<file path="src/rtl/lcsm_pkg.sv">
`timescale 1ns / 1ps
`default_nettype none
// ----------------------------------------------------------------------------
// lcsm_pkg
// Shared types and constants for the li chao segment max block.
// ----------------------------------------------------------------------------
package lcsm_pkg;

	localparam int SLOPE_W = 32;
	localparam int ICPT_W  = 48;
	localparam int VAL_W   = 64;
	localparam int POS_W   = 10;
	localparam int LINE_W  = SLOPE_W + ICPT_W;

	localparam logic REQ_INSERT = 1'b0;
	localparam logic REQ_QUERY  = 1'b1;

	typedef enum logic [4:0] {
		ST_CLEAR,
		ST_IDLE,
		ST_T_VISIT,
		ST_T_CLIMB,
		ST_O_RD,
		ST_O_LAT,
		ST_M0,
		ST_M1,
		ST_M2,
		ST_M_CMP,
		ST_L0,
		ST_L1,
		ST_L2,
		ST_L_CMP,
		ST_H0,
		ST_H1,
		ST_H2,
		ST_H_CMP,
		ST_Q_RD,
		ST_Q_LAT,
		ST_Q_MUL,
		ST_Q_ADD
	} state_t;

	typedef enum logic [1:0] {PT_MID, PT_LO, PT_HI, PT_X} pt_sel_t;
	typedef enum logic {LN_STORED, LN_NEW} ln_sel_t;
	typedef enum logic [1:0] {TR_HOLD, TR_DOWN, TR_UP, TR_SIB} trav_op_t;
	typedef enum logic [1:0] {OF_HOLD, OF_START, OF_LEFT, OF_RIGHT} offer_op_t;

	typedef struct packed {
		logic      clr_step;
		logic      load;
		trav_op_t  trav_op;
		offer_op_t offer_op;
		logic      mem_rd;
		logic      rd_offer;
		logic      latch;
		logic      mul;
		pt_sel_t   pt_sel;
		ln_sel_t   ln_sel;
		logic      add_a;
		logic      add_b;
		logic      swap_wr;
		logic      q_acc;
		logic      q_step;
		logic      out_load;
	} cmd_t;

	typedef struct packed {
		logic clr_last;
		logic rev_range;
		logic disjoint;
		logic covered;
		logic root;
		logic right_child;
		logic o_leaf;
		logic a_lt_b;
		logic q_leaf;
		logic out_full;
	} stat_t;

endpackage
`default_nettype wire

</file>
<file path="src/rtl/lcsm_ctrl.sv">
`timescale 1ns / 1ps
`default_nettype none
// ----------------------------------------------------------------------------
// lcsm_ctrl
// Sequencer for clearing, segment-cover walk, line offering and queries.
// ----------------------------------------------------------------------------
module lcsm_ctrl (
	input  wire logic            clk,
	input  wire logic            arst_n,
	input  wire logic            in_valid,
	input  wire logic            in_type,
	input  wire lcsm_pkg::stat_t stat,
	output lcsm_pkg::cmd_t       cmd,
	output logic                 ready
);
	import lcsm_pkg::*;

	state_t state_q, state_nxt;

	always_ff @(posedge clk or negedge arst_n) begin
		if (!arst_n) begin
			state_q <= ST_CLEAR;
		end else begin
			state_q <= state_nxt;
		end
	end

	always_comb begin
		state_nxt = state_q;
		unique case (state_q)
			ST_CLEAR: begin
				if (stat.clr_last) state_nxt = ST_IDLE;
			end
			ST_IDLE: begin
				if (in_valid) begin
					if (in_type == REQ_QUERY) state_nxt = ST_Q_RD;
					else if (!stat.rev_range) state_nxt = ST_T_VISIT;
				end
			end
			ST_T_VISIT: begin
				if (stat.disjoint) state_nxt = ST_T_CLIMB;
				else if (stat.covered) state_nxt = ST_O_RD;
			end
			ST_T_CLIMB: begin
				if (stat.root) state_nxt = ST_IDLE;
				else if (!stat.right_child) state_nxt = ST_T_VISIT;
			end
			ST_O_RD:  state_nxt = ST_O_LAT;
			ST_O_LAT: state_nxt = ST_M0;
			ST_M0:    state_nxt = ST_M1;
			ST_M1:    state_nxt = ST_M2;
			ST_M2:    state_nxt = ST_M_CMP;
			ST_M_CMP: state_nxt = stat.o_leaf ? ST_T_CLIMB : ST_L0;
			ST_L0:    state_nxt = ST_L1;
			ST_L1:    state_nxt = ST_L2;
			ST_L2:    state_nxt = ST_L_CMP;
			ST_L_CMP: state_nxt = stat.a_lt_b ? ST_O_RD : ST_H0;
			ST_H0:    state_nxt = ST_H1;
			ST_H1:    state_nxt = ST_H2;
			ST_H2:    state_nxt = ST_H_CMP;
			ST_H_CMP: state_nxt = stat.a_lt_b ? ST_O_RD : ST_T_CLIMB;
			ST_Q_RD:  state_nxt = ST_Q_LAT;
			ST_Q_LAT: state_nxt = ST_Q_MUL;
			ST_Q_MUL: state_nxt = ST_Q_ADD;
			ST_Q_ADD: begin
				if (!stat.q_leaf) state_nxt = ST_Q_RD;
				else if (!stat.out_full) state_nxt = ST_IDLE;
			end
			default:  state_nxt = ST_CLEAR;
		endcase
	end

	always_comb begin
		cmd   = '0;
		ready = 1'b0;
		unique case (state_q)
			ST_CLEAR: cmd.clr_step = 1'b1;
			ST_IDLE: begin
				ready    = 1'b1;
				cmd.load = in_valid;
			end
			ST_T_VISIT: begin
				if (stat.disjoint) cmd.trav_op = TR_HOLD;
				else if (stat.covered) cmd.offer_op = OF_START;
				else cmd.trav_op = TR_DOWN;
			end
			ST_T_CLIMB: begin
				if (stat.root) cmd.trav_op = TR_HOLD;
				else if (stat.right_child) cmd.trav_op = TR_UP;
				else cmd.trav_op = TR_SIB;
			end
			ST_O_RD: begin
				cmd.mem_rd   = 1'b1;
				cmd.rd_offer = 1'b1;
			end
			ST_O_LAT: cmd.latch = 1'b1;
			ST_M0: begin
				cmd.mul    = 1'b1;
				cmd.pt_sel = PT_MID;
				cmd.ln_sel = LN_STORED;
			end
			ST_M1: begin
				cmd.add_a  = 1'b1;
				cmd.mul    = 1'b1;
				cmd.pt_sel = PT_MID;
				cmd.ln_sel = LN_NEW;
			end
			ST_M2:    cmd.add_b = 1'b1;
			ST_M_CMP: cmd.swap_wr = stat.a_lt_b;
			ST_L0: begin
				cmd.mul    = 1'b1;
				cmd.pt_sel = PT_LO;
				cmd.ln_sel = LN_STORED;
			end
			ST_L1: begin
				cmd.add_a  = 1'b1;
				cmd.mul    = 1'b1;
				cmd.pt_sel = PT_LO;
				cmd.ln_sel = LN_NEW;
			end
			ST_L2:    cmd.add_b = 1'b1;
			ST_L_CMP: begin
				if (stat.a_lt_b) cmd.offer_op = OF_LEFT;
			end
			ST_H0: begin
				cmd.mul    = 1'b1;
				cmd.pt_sel = PT_HI;
				cmd.ln_sel = LN_STORED;
			end
			ST_H1: begin
				cmd.add_a  = 1'b1;
				cmd.mul    = 1'b1;
				cmd.pt_sel = PT_HI;
				cmd.ln_sel = LN_NEW;
			end
			ST_H2:    cmd.add_b = 1'b1;
			ST_H_CMP: begin
				if (stat.a_lt_b) cmd.offer_op = OF_RIGHT;
			end
			ST_Q_RD:  cmd.mem_rd = 1'b1;
			ST_Q_LAT: cmd.latch = 1'b1;
			ST_Q_MUL: begin
				cmd.mul    = 1'b1;
				cmd.pt_sel = PT_X;
				cmd.ln_sel = LN_STORED;
			end
			ST_Q_ADD: begin
				cmd.q_acc = 1'b1;
				if (!stat.q_leaf) cmd.q_step = 1'b1;
				else cmd.out_load = !stat.out_full;
			end
			default: cmd = '0;
		endcase
	end

endmodule
`default_nettype wire

</file>
<file path="config.mk">
export PLATFORM = sky130hd
export DESIGN_NAME = lcsm_ctrl
export DESIGN_NICKNAME = d
export VERILOG_FILES = /design/src/rtl/lcsm_pkg.sv /design/src/rtl/lcsm_ctrl.sv
export SDC_FILE = /design/constraint.sdc
export NUM_CORES = 1
export LEC_CHECK = 0
export ABC_AREA = 1
export BUFFER_PORTS_ARGS = -buffer_cell sky130_fd_sc_hd__clkbuf_2
export CAP_MARGIN = 15
export CORE_MARGIN = 2
export CORE_UTILIZATION = 47
export CTS_BUF_LIST = sky130_fd_sc_hd__clkbuf_4 sky130_fd_sc_hd__clkbuf_8 sky130_fd_sc_hd__clkbuf_16
export DETAILED_ROUTE_END_ITERATION = 8
export HOLD_SLACK_MARGIN = 0.05
export PLACE_DENSITY = 0.79
export SLEW_MARGIN = 10
export SYNTH_ARGS = -nofsm -noshare
export SYNTH_HDL_FRONTEND = slang
export SYNTH_SLANG_ARGS = --single-unit
</file>
<file path="constraint.sdc">
create_clock -name clk -period 1.5 [get_ports clk]
set_input_delay 0.375 -clock clk [delete_from_list [all_inputs] [get_ports clk]]
set_output_delay 0.375 -clock clk [all_outputs]
set_load 0.01 [all_outputs]
</file>
==> results.md <==
* Status: complete, but fails checks
* Failing checks: negative setup slack
* Via density per instance at 6.65
* Critical path endpoint category: primary output
* Sw Share at 56.1%
* CP arrival at 1.64 ns
* Syn nets at 159
* CP startpoint kind: register
* Synth cell count leaders: 36 x nand2_1, 24 x nand3_1, 20 x nor2_1, 18 x inv_1, 9 x o21ai_0
* Maximum VDD drop at 1480 uV
* Initial antenna violation count at 0
* Row count at 14
* Final setup viols at 24
* Die Area at 2050 um^2
* Power Dens Cells at 2060 nW/um^2
* Pint at 1.35 mW
* RSZ-0062 raised after global routing: yes
* Die height at 45.3 um
* Final Max Tran Viols at 0
* PortBufs at 33
* Main synth FF type: dfrtp_1
* Register area at 131 um^2
* Cell variety after synth at 19
* Worst min path class: primary input to register
* Relative slew slack at 80.6%
* Share of cells above drive strength 1 at 57.6%
* Area growth, synth to finish at 84.9%
* Proportion of power drawn by the clock network at 6.3%
* Worst-Margin Slew at 0.289 ns
* Synth warn at 0
* Via Count at 1,549
* Final Worst Setup Slack at -0.512 ns
* #FFs+latches synth at 5
* HPWL after DPL at 2210 um
* Core area at 1560 um^2
* Initial drt markers at 188
* DRT Pass-1 Iters at 6
* Dominant cells by area after synthesis: nand2_1 17%, dfrtp_1 16%, nand3_1 15%, nor2_1 9.4%, inv_1 8.4%
* Mapped Area at 802 um^2
* Routed Antenna Nets at 0
* Vias in the first global route at 1,119
* Initial Util at 51.4%
* Routed WL per cell at 22.1 um
* Fin crit period at 2.01 ns
* CTS buffer count at 3
* Max cap viols at 0
* Critical-path top delay cell: dfrtp_2
* Post-synth EDFFs at 0
* Fin Clk Skew at 0.00258 ns
* Util after Layout at 95.1%
* Psw at 1.72 mW
* # IOs at 34
* Crit Path Class: register to primary output
* CTS Root Cell: clkbuf_4
* Footprint of the multi-input gates at 689 um^2
* Register area share after synthesis at 15.6%
* Average size of a mapped cell at 5.53 um^2
* Max incr delay on CP at 0.48 ns
* ANT cells at 0
* Drt drc at 0
* Max Clk Rate at 497 MHz
* Worst EP required at 1.12 ns
* Nets@finish at 232
* H-tree depth at 1
* Top-count cell post-synth: nand2_1
* Cells along the critical path: nor2_4 -> buf_6 -> nand4_1 -> o21ai_1 -> buf_2
* Max Root-Sink Buffers at 2
* Asr flop ratio synth at 100%
* GPL Wtd Cong at 1.01
* TritonCTS clock tree: yes
* Fillers at 46
* Die X at 45.3 um
* Top Family by Delay on Critical Path: flip-flops
* Final Cycle Share at 134%
* Largest Register: state_q
* Global-route wire length before repair at 4810 um
* Later-pin clock latency in the skew report at 0.25 ns
* CP Max Fanout at 5
* Final hold viol count at 0
* Sequential power share at 12.1%
* Post-Syn Instances at 145
* P_leak at 0.842 nW
* Worst path buffer plus inverter count at 2
* All-Layer GR Usage at 32.3%
* Overall power at 3.06 mW
* Largest register FFs at 5
* Clock transition at path regs at 0.05 ns
* Yosys top cell area share at 16.8%
* GRT overflow at 0
* Combinational group share of total power at 81.6%
* Num Clock Sinks at 5
* Largest net degree at the start of global routing at 11
* Biggest regs: state_q x5
* Cell taking the most area after synthesis: nand2_1
* Routed WL at 5140 um
[stage by stage]
step	std cells	hold WS (ns)	setup TNS, ns	instance area [um^2]	worst slack (ns)
floorplan	145	0.0794	0	802	0.0457
global placement	213	0.195	-0.254	1120	-0.0659
detailed placement	213	0.194	-1.03	1120	-0.133
CTS	223	0.400	-4.02	1250	-0.271
global route	233	0.431	-8.25	1480	-0.593
finish	233	0.440	-7.58	1480	-0.512
[timing repair]
action | in CTS | in global routing
hold buffers | 1 | 0
pin swaps | 1 | 13
resized for setup | 19 | 55
endpoints found under the hold margin | 5 | 0
setup endpoints to repair | 24 | 24
setup buffers | 5 | 11
gates cloned | 0 | 0
[path summary, 6_finish.rpt]
kind | depth (start not counted) | end | from | slack, ns
max in group asynchronous | 2 | state_q[4] | arst_n | 0.85
hold / removal | 2 | state_q[3] | stat[3] | 0.44
min in group asynchronous | 2 | state_q[2] | arst_n | 0.48
setup / recovery | 5 | cmd[13] | state_q[3] | -0.51
hold reg to reg | 2 | state_q[1] | state_q[1] | 0.79
setup reg to reg | 9 | state_q[2] | state_q[1] | -0.17
[cell families after synthesis]
group                  share of synthesized area, %
buffers and inverters                          16.4
flip-flops                                     15.6
AND/OR/NAND/NOR                                58.5
AO/OA/AOI/OAI                                  9.51
[cell usage in the layout, fill, tap and decap left out]
cell type | netlist | layout
clkbuf_4 | 0 | 4
buf_2 | 0 | 11
dfrtp_2 | 0 | 5
buf_4 | 2 | 28
inv_2 | 4 | 7
o21ai_1 | 1 | 4
a21oi_1 | 1 | 1
nor2_1 | 20 | 14
o221ai_1 | 1 | 1
clkinv_4 | 0 | 1
clkbuf_2 | 0 | 20
inv_4 | 0 | 1
dlygate4sd3_1 | 0 | 1
nor3_2 | 0 | 2
nand3_1 | 24 | 15
nand3_4 | 0 | 2
nand2_1 | 36 | 32
nand4_1 | 4 | 4
nand3_2 | 2 | 9
nor2_4 | 3 | 9
inv_1 | 18 | 13
o21ai_2 | 0 | 1
nand2_2 | 3 | 4
o22ai_1 | 2 | 2
nand2_4 | 0 | 3
o21ai_0 | 9 | 5
buf_6 | 3 | 13
nor2_2 | 5 | 5
[power by group through the flow]
stage,Clock [mW],Combinational (mW),Sequential [mW]
3_3_place_gp,0,1.48,0.308
6_report,0.193,2.50,0.369
3_5_place_dp,0,1.51,0.313
5_1_grt,0.200,2.60,0.367
2_1_floorplan,0,1.02,0.254
4_1_cts,0.180,1.70,0.321
[metal layers]
metal / share of wire [%] / up-vias / GRT usage (%)
met5: 0 / - / 0
met4: 9.6 / 0 / 6.47
met3: 16 / 74 / 9.60
met2: 43 / 189 / 57.7
met1: 32 / 668 / 38.0
li1: - / 618 / -
[area by class of cell]
class	instances	share of cell area, %
multi-input combinational	113	46.5
timing repair buffer	73	35.2
sequential	5	8.86
inverter	22	6.08
clock buffer	4	2.03
tap	16	1.35
Note: power is estimated with default switching activity, not from simulation.
